## src/rtl/vnia_pkg.sv

```systemverilog
`timescale 1ns / 1ps
`default_nettype none
// ----------------------------------------------------------------------------
// vnia_pkg
// Shared constants and types for the nearest instance assign block.
// ----------------------------------------------------------------------------
package vnia_pkg;

  localparam int KeySlots      = 8;
  localparam int InstanceSlots = 64;
  localparam int GridX         = 200;
  localparam int GridY         = 200;
  localparam int GridZ         = 16;
  localparam int PlaneSize     = GridY * GridZ;
  localparam int TotalVoxels   = GridX * PlaneSize;

  // plane size is 128 * 25: drop seven index bits, then divide by 25 through
  // its reciprocal, exact for every index inside the grid
  localparam int XPreShift = 7;
  localparam int XRecip    = 5243;
  localparam int XShift    = 17;

  localparam int KeyAw  = $clog2(KeySlots);
  localparam int InstAw = $clog2(InstanceSlots);
  localparam int DistW  = 23;

  typedef enum logic [1:0] {
    OP_LOAD_KEY  = 2'd0,
    OP_LOAD_INST = 2'd1,
    OP_ASSIGN    = 2'd2,
    OP_NONE      = 2'd3
  } op_e;

  typedef enum logic [1:0] {
    KIND_PASS    = 2'd0,
    KIND_INST    = 2'd1,
    KIND_NO_INST = 2'd2
  } kind_e;

  typedef enum logic [0:0] {
    REG_KEY_COUNT  = 1'b0,
    REG_INST_COUNT = 1'b1
  } reg_e;

  typedef enum logic [1:0] {
    BK_IDLE = 2'd0,
    BK_SCAN = 2'd1,
    BK_DONE = 2'd2
  } back_state_e;

  // job handed from front to back through the one-entry valid/ready hand-off
  typedef struct packed {
    logic [19:0] vidx;
    logic [7:0]  x;
    logic [7:0]  y;
    logic [3:0]  z;
    logic        key_hit;
    logic [7:0]  cls;
    logic [7:0]  label;
  } job_t;

endpackage
`default_nettype wire

```

## src/rtl/vnia_front.sv

```systemverilog
`timescale 1ns / 1ps
`default_nettype none
// ----------------------------------------------------------------------------
// vnia_front
// Accepts beats, writes the key table, splits the voxel index into x and the
// in-plane remainder and looks up the label among the keys.
// ----------------------------------------------------------------------------
module vnia_front (
  input  wire logic              clk_i,
  input  wire logic              rst_ni,
  input  wire logic              in_valid_i,
  output logic                   in_stall_o,
  input  wire logic [1:0]        operation_i,
  input  wire logic [5:0]        slot_i,
  input  wire logic [7:0]        label_i,
  input  wire logic [7:0]        mapped_class_i,
  input  wire logic [19:0]       voxel_index_i,
  input  wire logic [3:0]        key_count_i,
  output logic                   inst_we_o,
  output logic                   job_valid_o,
  input  wire logic              job_ready_i,
  output vnia_pkg::job_t         job_o
);

  logic [7:0] key_label_q [vnia_pkg::KeySlots];
  logic [7:0] key_class_q [vnia_pkg::KeySlots];

  logic        busy_q, busy_d;
  logic        hold_q, hold_d;
  logic [19:0] rem_q, rem_d;
  logic [7:0]  x_q, x_d;
  logic [19:0] vidx_q;
  logic        hit_q;
  logic [7:0]  cls_q;
  logic [7:0]  label_q;
  logic        accept;
  logic        is_assign;
  logic        key_hit;
  logic [7:0]  cls;
  logic [3:0]  nkeys;
  logic [19:0] plane_sh;
  logic [25:0] x_prod;

  assign accept    = in_valid_i && !in_stall_o;
  // instance loads wait until the back has no job, so a scan never sees them
  assign in_stall_o = busy_q || hold_q ||
                      ((operation_i == vnia_pkg::OP_LOAD_INST) && !job_ready_i);
  assign is_assign = (operation_i == vnia_pkg::OP_ASSIGN) &&
                     (voxel_index_i < 20'(vnia_pkg::TotalVoxels));
  assign inst_we_o = accept && (operation_i == vnia_pkg::OP_LOAD_INST);
  assign nkeys     = (key_count_i > 4'(vnia_pkg::KeySlots)) ?
                     4'(vnia_pkg::KeySlots) : key_count_i;
  assign plane_sh  = 20'(vnia_pkg::PlaneSize);

  // x by reciprocal multiply of the index over the plane size
  assign x_prod = 26'(voxel_index_i[19:vnia_pkg::XPreShift]) *
                  26'(vnia_pkg::XRecip);

  // key table writes
  always_ff @(posedge clk_i) begin
    if (accept && operation_i == vnia_pkg::OP_LOAD_KEY &&
        slot_i < 6'(vnia_pkg::KeySlots)) begin
      key_label_q[slot_i[vnia_pkg::KeyAw-1:0]] <= label_i;
      key_class_q[slot_i[vnia_pkg::KeyAw-1:0]] <= mapped_class_i;
    end
  end

  // first matching active key
  always_comb begin
    key_hit = 1'b0;
    cls     = '0;
    for (int k = vnia_pkg::KeySlots - 1; k >= 0; k--) begin
      if (4'(k) < nkeys && key_label_q[k] == label_i) begin
        key_hit = 1'b1;
        cls     = key_class_q[k];
      end
    end
  end

  // x on accept, remainder within the plane in the cycle after
  always_comb begin
    busy_d = busy_q;
    hold_d = hold_q;
    rem_d  = rem_q;
    x_d    = x_q;
    if (accept && is_assign) begin
      busy_d = 1'b1;
      rem_d  = voxel_index_i;
      x_d    = x_prod[vnia_pkg::XShift +: 8];
    end else if (busy_q) begin
      rem_d  = rem_q - 20'(x_q) * plane_sh;
      busy_d = 1'b0;
      hold_d = 1'b1;
    end else if (hold_q && job_ready_i) begin
      hold_d = 1'b0;
    end
  end

  always_ff @(posedge clk_i or negedge rst_ni) begin
    if (!rst_ni) begin
      busy_q <= 1'b0;
      hold_q <= 1'b0;
    end else begin
      busy_q <= busy_d;
      hold_q <= hold_d;
    end
  end

  // job payload, label held while stalled
  always_ff @(posedge clk_i) begin
    rem_q <= rem_d;
    x_q   <= x_d;
    if (accept && is_assign) begin
      vidx_q  <= voxel_index_i;
      hit_q   <= key_hit;
      cls_q   <= cls;
      label_q <= label_i;
    end
  end

  assign job_valid_o = hold_q;

  always_comb begin
    job_o.vidx    = vidx_q;
    job_o.x       = x_q;
    job_o.y       = rem_q[11:4];
    job_o.z       = rem_q[3:0];
    job_o.key_hit = hit_q;
    job_o.cls     = cls_q;
    job_o.label   = label_q;
  end

endmodule
`default_nettype wire

```

## src/rtl/vnia_back.sv

```systemverilog
`timescale 1ns / 1ps
`default_nettype none
// ----------------------------------------------------------------------------
// vnia_back
// Holds the instance table and scans it one entry a cycle for the nearest
// instance of the job's class.
// ----------------------------------------------------------------------------
module vnia_back (
  input  wire logic              clk_i,
  input  wire logic              rst_ni,
  input  wire logic              inst_we_i,
  input  wire logic [5:0]        slot_i,
  input  wire logic [9:0]        pos_x_i,
  input  wire logic [9:0]        pos_y_i,
  input  wire logic [9:0]        pos_z_i,
  input  wire logic [7:0]        object_class_i,
  input  wire logic [15:0]       object_id_i,
  input  wire logic [6:0]        instance_count_i,
  input  wire logic              job_valid_i,
  output logic                   job_ready_o,
  input  wire vnia_pkg::job_t    job_i,
  output logic                   out_valid_o,
  input  wire logic              out_stall_i,
  output logic [19:0]            out_voxel_index_o,
  output logic [15:0]            result_value_o,
  output logic [1:0]             result_kind_o
);

  localparam int IdxW = vnia_pkg::InstAw + 1;

  logic [9:0]  mx_q [vnia_pkg::InstanceSlots];
  logic [9:0]  my_q [vnia_pkg::InstanceSlots];
  logic [9:0]  mz_q [vnia_pkg::InstanceSlots];
  logic [7:0]  mc_q [vnia_pkg::InstanceSlots];
  logic [15:0] mi_q [vnia_pkg::InstanceSlots];

  vnia_pkg::back_state_e state_q, state_d;
  vnia_pkg::job_t        job_q;
  logic [IdxW-1:0]       idx_q, idx_d;
  logic [IdxW-1:0]       ninst;
  logic                  rd_v_q;
  logic [9:0]            rx_q, ry_q, rz_q;
  logic [7:0]            rc_q;
  logic [15:0]           rid_q;
  logic                  found_q;
  logic [vnia_pkg::DistW-1:0] best_q, dist_sq;
  logic [15:0]           best_id_q;
  logic [10:0]           dx, dy, dz;
  logic [10:0]           ax, ay, az;
  logic                  rd_en;
  logic                  take;

  // instance table writes
  always_ff @(posedge clk_i) begin
    if (inst_we_i) begin
      mx_q[slot_i[vnia_pkg::InstAw-1:0]] <= pos_x_i;
      my_q[slot_i[vnia_pkg::InstAw-1:0]] <= pos_y_i;
      mz_q[slot_i[vnia_pkg::InstAw-1:0]] <= pos_z_i;
      mc_q[slot_i[vnia_pkg::InstAw-1:0]] <= object_class_i;
      mi_q[slot_i[vnia_pkg::InstAw-1:0]] <= object_id_i;
    end
  end

  assign ninst = (instance_count_i > 7'(vnia_pkg::InstanceSlots)) ?
                 IdxW'(vnia_pkg::InstanceSlots) : IdxW'(instance_count_i);
  assign rd_en = (state_q == vnia_pkg::BK_SCAN) && (idx_q < ninst);
  assign job_ready_o = (state_q == vnia_pkg::BK_IDLE);

  // registered table read
  always_ff @(posedge clk_i) begin
    rx_q  <= mx_q[idx_q[vnia_pkg::InstAw-1:0]];
    ry_q  <= my_q[idx_q[vnia_pkg::InstAw-1:0]];
    rz_q  <= mz_q[idx_q[vnia_pkg::InstAw-1:0]];
    rc_q  <= mc_q[idx_q[vnia_pkg::InstAw-1:0]];
    rid_q <= mi_q[idx_q[vnia_pkg::InstAw-1:0]];
  end

  // squared distance of the entry read last cycle
  always_comb begin
    dx = {3'b000, job_q.x} - {rx_q[9], rx_q};
    dy = {3'b000, job_q.y} - {ry_q[9], ry_q};
    dz = {7'b0, job_q.z}   - {rz_q[9], rz_q};
    ax = dx[10] ? -dx : dx;
    ay = dy[10] ? -dy : dy;
    az = dz[10] ? -dz : dz;
    dist_sq = vnia_pkg::DistW'(ax) * vnia_pkg::DistW'(ax) +
              vnia_pkg::DistW'(ay) * vnia_pkg::DistW'(ay) +
              vnia_pkg::DistW'(az) * vnia_pkg::DistW'(az);
  end

  assign take = rd_v_q && (rc_q == job_q.cls) && (!found_q || dist_sq < best_q);

  // next state
  always_comb begin
    state_d = state_q;
    idx_d   = idx_q;
    unique case (state_q)
      vnia_pkg::BK_IDLE: begin
        if (job_valid_i) begin
          state_d = job_i.key_hit ? vnia_pkg::BK_SCAN : vnia_pkg::BK_DONE;
          idx_d   = '0;
        end
      end
      vnia_pkg::BK_SCAN: begin
        if (idx_q < ninst) idx_d = idx_q + 1'b1;
        else if (!rd_v_q) state_d = vnia_pkg::BK_DONE;
      end
      vnia_pkg::BK_DONE: begin
        if (!out_stall_i) state_d = vnia_pkg::BK_IDLE;
      end
      default: state_d = vnia_pkg::BK_IDLE;
    endcase
  end

  always_ff @(posedge clk_i or negedge rst_ni) begin
    if (!rst_ni) begin
      state_q <= vnia_pkg::BK_IDLE;
      rd_v_q  <= 1'b0;
      found_q <= 1'b0;
    end else begin
      state_q <= state_d;
      rd_v_q  <= rd_en;
      if (state_q == vnia_pkg::BK_IDLE) found_q <= 1'b0;
      else if (take) found_q <= 1'b1;
    end
  end

  always_ff @(posedge clk_i) begin
    idx_q <= idx_d;
    if (state_q == vnia_pkg::BK_IDLE && job_valid_i) job_q <= job_i;
    if (take) begin
      best_q    <= dist_sq;
      best_id_q <= rid_q;
    end
  end

  // outputs
  always_comb begin
    out_valid_o       = (state_q == vnia_pkg::BK_DONE);
    out_voxel_index_o = job_q.vidx;
    if (!job_q.key_hit) begin
      result_value_o = {8'd0, job_q.label};
      result_kind_o  = vnia_pkg::KIND_PASS;
    end else if (found_q) begin
      result_value_o = best_id_q;
      result_kind_o  = vnia_pkg::KIND_INST;
    end else begin
      result_value_o = {8'd0, job_q.label};
      result_kind_o  = vnia_pkg::KIND_NO_INST;
    end
  end

endmodule
`default_nettype wire

```

## src/rtl/voxel_nearest_instance_assign.sv

```systemverilog
`timescale 1ns / 1ps
`default_nettype none
// ----------------------------------------------------------------------------
// voxel_nearest_instance_assign
// Nearest instance of the mapped class for each voxel, by squared distance.
// ----------------------------------------------------------------------------
// A voxel beat passes through the front (x by reciprocal multiply on accept,
// the in-plane remainder the next cycle) and is then handed to the back, which
// scans the first instance_count table entries (at most 64) one per cycle
// through a registered read. The two parts overlap across beats through a
// one-entry job hand-off, but an instance load is stalled until the back holds
// no job. A key label with no instance of its class returns the label with
// kind two. Tables hold garbage until loaded.
module voxel_nearest_instance_assign (
  input  wire logic        clk_i,
  input  wire logic        rst_ni,
  input  wire logic        in_valid_i,
  output logic             in_stall_o,
  input  wire logic [1:0]  operation_i,
  input  wire logic [5:0]  slot_i,
  input  wire logic [7:0]  label_i,
  input  wire logic [7:0]  mapped_class_i,
  input  wire logic [9:0]  pos_x_i,
  input  wire logic [9:0]  pos_y_i,
  input  wire logic [9:0]  pos_z_i,
  input  wire logic [7:0]  object_class_i,
  input  wire logic [15:0] object_id_i,
  input  wire logic [19:0] voxel_index_i,
  output logic             out_valid_o,
  input  wire logic        out_stall_i,
  output logic [19:0]      out_voxel_index_o,
  output logic [15:0]      result_value_o,
  output logic [1:0]       result_kind_o,
  input  wire logic        cfg_valid_i,
  output logic             cfg_ready_o,
  input  wire logic [0:0]  cfg_index_i,
  input  wire logic [6:0]  cfg_data_i
);

  logic [3:0]     key_count_q;
  logic [6:0]     inst_count_q;
  logic           inst_we;
  logic           job_valid;
  logic           job_ready;
  vnia_pkg::job_t job;

  // configuration registers
  assign cfg_ready_o = 1'b1;
  always_ff @(posedge clk_i or negedge rst_ni) begin
    if (!rst_ni) begin
      key_count_q  <= '0;
      inst_count_q <= '0;
    end else if (cfg_valid_i) begin
      unique case (cfg_index_i)
        vnia_pkg::REG_KEY_COUNT:  key_count_q  <= cfg_data_i[3:0];
        vnia_pkg::REG_INST_COUNT: inst_count_q <= cfg_data_i;
        default: ;
      endcase
    end
  end

  vnia_front u_front (
    .clk_i          (clk_i),
    .rst_ni         (rst_ni),
    .in_valid_i     (in_valid_i),
    .in_stall_o     (in_stall_o),
    .operation_i    (operation_i),
    .slot_i         (slot_i),
    .label_i        (label_i),
    .mapped_class_i (mapped_class_i),
    .voxel_index_i  (voxel_index_i),
    .key_count_i    (key_count_q),
    .inst_we_o      (inst_we),
    .job_valid_o    (job_valid),
    .job_ready_i    (job_ready),
    .job_o          (job)
  );

  vnia_back u_back (
    .clk_i             (clk_i),
    .rst_ni            (rst_ni),
    .inst_we_i         (inst_we),
    .slot_i            (slot_i),
    .pos_x_i           (pos_x_i),
    .pos_y_i           (pos_y_i),
    .pos_z_i           (pos_z_i),
    .object_class_i    (object_class_i),
    .object_id_i       (object_id_i),
    .instance_count_i  (inst_count_q),
    .job_valid_i       (job_valid),
    .job_ready_o       (job_ready),
    .job_i             (job),
    .out_valid_o       (out_valid_o),
    .out_stall_i       (out_stall_i),
    .out_voxel_index_o (out_voxel_index_o),
    .result_value_o    (result_value_o),
    .result_kind_o     (result_kind_o)
  );

endmodule
`default_nettype wire
```

## config.mk

```make
export PLATFORM = sky130hd
export DESIGN_NAME = voxel_nearest_instance_assign
export DESIGN_NICKNAME = d
export VERILOG_FILES = /design/src/rtl/vnia_pkg.sv /design/src/rtl/vnia_front.sv /design/src/rtl/vnia_back.sv /design/src/rtl/voxel_nearest_instance_assign.sv
export SDC_FILE = /design/constraint.sdc
export NUM_CORES = 2
export LEC_CHECK = 0
export BUFFER_PORTS_ARGS = -buffer_cell sky130_fd_sc_hd__clkbuf_2
export CELL_PAD_IN_SITES_DETAIL_PLACEMENT = 1
export CELL_PAD_IN_SITES_GLOBAL_PLACEMENT = 2
export CORE_ASPECT_RATIO = 0.5
export CORE_MARGIN = 2
export CORE_UTILIZATION = 50
export CTS_CLUSTER_DIAMETER = 100
export DETAILED_ROUTE_END_ITERATION = 8
export PLACE_DENSITY_LB_ADDON = 0.1
export SYNTH_ARGS = -nofsm -noshare
export SYNTH_HDL_FRONTEND = slang
export SYNTH_SLANG_ARGS = --single-unit
```

## constraint.sdc

```tcl
create_clock -name clk_i -period 30.6 [get_ports clk_i]
set_clock_uncertainty 0.2 [all_clocks]
set_input_delay 7.65 -clock clk_i [delete_from_list [all_inputs] [get_ports clk_i]]
set_output_delay 7.65 -clock clk_i [all_outputs]
set_load 0.005 [all_outputs]
```

==> out/results.tsv <==
stage	metric	value	unit
logic_synthesis	dominant cells by area after synthesis	edfxtp_1 (71%), mux4_2 (16%), fa_1 (4.2%), ha_1 (2.2%), inv_1 (1.3%)	
clock_tree	CTS buffer count	340	
final_layout	Final Instance Area	177000	um^2
logic_synthesis	Cell Area, Synth	159000	um^2
clock_tree	CTS sink count	3815	
clock_tree	# hold bufs at CTS	0	
grt	number of global-route vias before repair	80590	
placement	Final GP Congestion	0.781	
detailed_routing	antenna-violating nets left	0	
floorplan	Die H	402	um
sta	unrepaired setup endpoints after global routing	false	
logic_synthesis	Post-Synthesis Cells	7351	
sta	Slew HR	0.119	
detailed_routing	routed vias	77317	
clock_tree	clock-pin slew on the worst setup and hold paths	0.07	ns
clock_tree	Skew-Pair Late Insertion Delay	0.91	ns
sta	max frequency	0.0612	GHz
logic_synthesis	Synth cell types	71	
logic_synthesis	Post-synth EDFFs	3744	
clock_tree	CTS H-Tree Depth	5	
sta	Final Cycle Share	0.534	
critical_path	Worst Path Required	22.75	ns
final_layout	share of layout cells above drive strength 1	0.262	
logic_synthesis	xor and xnor fraction of the mapped netlist area	0.00834	
critical_path	R2R setup slack	17.83	ns
hold_path	Hold WC Path Type	register to register	
run	max_cap viols	0	
grt	GRT Util Overall	0.277	
detailed_routing	drt drc	0	
clock_tree	Post-CTS Setup Bufs	0	
logic_synthesis	mux share of post-synthesis cell area	0.164	
placement	post-detail-place hpwl	252	mm
logic_synthesis	top-area cell type share of the netlist area	0.709	
clock_tree	Root Driver	clkbuf_16	
critical_path	type of the worst setup path	primary input to output pin	
grt	initial antenna violation count	31	
logic_synthesis	adder-cell share of the synthesized area	0.0638	
logic_synthesis	synthesized flop and latch total	3815	
critical_path	CP Launch Type	primary input	
logic_synthesis	leading area contributor after synthesis	edfxtp_1	
logic_synthesis	FFs w/ async S/R, synth	0.00446	
clock_tree	CTS tree	yes	
critical_path	Register-to-Register Path Depth	39	
grt	first-pass GRT wire length	624	mm
critical_path	CP Max Fanout	5	
logic_synthesis	Synth Area per Inst	21.6	um^2
final_layout	nets@finish	8502	
critical_path	Crit. End Element	output pin	
detailed_routing	routed wire length	444	mm
clock_tree	Longest Clk Path Bufs	4	
hold_path	hold path endpoint	u_back.best_id_q[9]$_DFFE_PP_	
final_layout	area grow syn2layout	11.6	%
critical_path	Critical Path AT	8.50	ns
floorplan	die area	322000	um^2
sta	Slew @ Worst Pin	1.32	ns
outcome	status	complete, no violations	
critical_path	reg2reg end	u_back.best_id_q[13]$_DFFE_PP_	
placement	Area after DPL	166000	um^2
floorplan	Initial Utilization	0.502	
floorplan	# IOs	152	
sta	final setup fails	0	
detailed_routing	vias per std cell	6.29	
grt	largest net degree at the start of global routing	148	
logic_synthesis	Synth Warn #	0	
sta	fin. max-slew vios	0	
sta	TNS Setup	0	ns
sta	post-layout min period	16.35	ns
detailed_routing	DRT iter0 DRCs	9475	
logic_synthesis	main combinational cell family by area after synthesis	multiplexers	
floorplan	die width	801	um
placement	# port buffers	150	
detailed_routing	DR WL/cell	36.1	um
floorplan	core footprint	316000	um^2
logic_synthesis	sequential fraction of the synthesis area	0.718	
grt	final global-route overflow total	0	
detailed_routing	drt first pass iters	6	
logic_synthesis	Simple-Gate Fraction of Synth Area	0.0168	
hold_path	cell count of the worst hold path	0	
critical_path	worst reg2reg startpoint	u_back.job_q[17]$_DFFE_PP_	
logic_synthesis	Synth Area in Compound Gates	0.00768	
floorplan	Rows	146	
sta	final hold violations	0	
clock_tree	# resized after CTS	0	
hold_path	Worst Min Path Start	u_back.rid_q[9]$_DFF_P_	
logic_synthesis	Top FF cell, synth	edfxtp_1	
[per-stage QoR]
step                      hold slack, ns   util  std cells  setup slack, ns
after floorplan                    0.186      -       7403            14.74
after global placement             0.197  0.524      11655            14.14
after detailed placement           0.190  0.524      11655            14.24
after CTS                          0.206  0.560      12259            14.23
after global routing               0.211  0.560      12262            14.18
final                              0.208  0.560      12297            14.25
[cell usage in the layout (no fill, tap or decap), types with 21 or more instances in the layout]
master,netlist,routed
nor2_1,244,180
or2_2,32,32
fa_1,331,331
xor2_1,65,65
diode_2,0,37
a21oi_1,60,59
nor2_4,0,64
o21ai_0,29,28
clkbuf_1,214,57
bufinv_16,0,45
mux4_2,1134,1134
inv_1,531,530
clkbuf_2,0,150
buf_4,21,195
nand3_1,21,21
xnor2_1,86,86
a21o_1,24,24
ha_1,280,280
nand2_1,72,72
clkinv_1,1,69
clkbuf_16,0,352
edfxtp_1,3744,3744
clkinv_2,0,47
mux2_2,21,21
conb_1,2,54
mux2i_1,24,24
nor3_1,31,28
dfxtp_1,54,54
nor2b_1,28,28
[sequential cells by signal (all words and copies together) (netlist names), 20 cells and up]
register	count
u_back.mi_q	1024
u_back.mx_q	640
u_back.my_q	640
u_back.mz_q	640
u_back.mc_q	512
u_front.key_class_q	64
u_front.key_label_q	64
u_back.job_q	37
u_back.best_q	23
u_back.out_voxel_index_o	20
u_front.vidx_q	20
[critical path, cell delays in order]
cell and delay [ns]:
clkbuf_2 0.12, nor3b_1 0.15, nor3_1 0.32, inv_1 0.12, clkbuf_2 0.14
[cells by family (layout without fill, tap and decap cells)]
group,Yosys count,count (layout)
compound gates,187,187
xor+xnor,151,151
fa+ha+maj,611,611
buf+inv,853,1492
flops,3815,3815
mux,1180,1180
other cells,2,91
simple gates,552,552
[worst max path at each step]
stage	startpoint	end	slack [ns]	depth (start not counted)
floorplan	operation_i[0]	in_stall_o	14.74	3
CTS	operation_i[0]	in_stall_o	14.23	5
finish	operation_i[0]	in_stall_o	14.25	5
detailed placement	operation_i[0]	in_stall_o	14.24	5
global placement	operation_i[0]	in_stall_o	14.14	5
global route	operation_i[0]	in_stall_o	14.18	5
[layer usage]
metal / GRT usage / wire length [um] / up-vias
li1: - / - / 30438
met1: 0.412 / 184000 / 42566
met2: 0.430 / 208000 / 3740
met3: 0.0570 / 42300 / 563
met4: 0.0584 / 9770 / 10
met5: 0 / 64 / -
[Yosys cell counts, drive strengths merged (31+ instances only)]
cell type and n:
fa 331, mux4 1134, nor2 244, buf 107, edfxtp 3744, a21oi 61
dfxtp 54, nor3 31, nand2 72, or2 32, clkbuf 214, inv 531
ha 280, xor2 65, o21ai 32, xnor2 86
[final cells by class]
cell class | instances | area [um^2]
Sequential cell | 3815 | 114000
Clock inverter | 182 | 2050
Fill cell | 26664 | 139000
Clock buffer | 422 | 9200
Timing Repair Buffer | 356 | 2430
Inverter | 532 | 2000
Antenna cell | 37 | 92.6
Multi-Input combinational cell | 2735 | 42100
Tap cell | 4218 | 5280
Power is not shown: default switching activity piles up to over one toggle a cycle in this logic, so the estimate is an artifact.
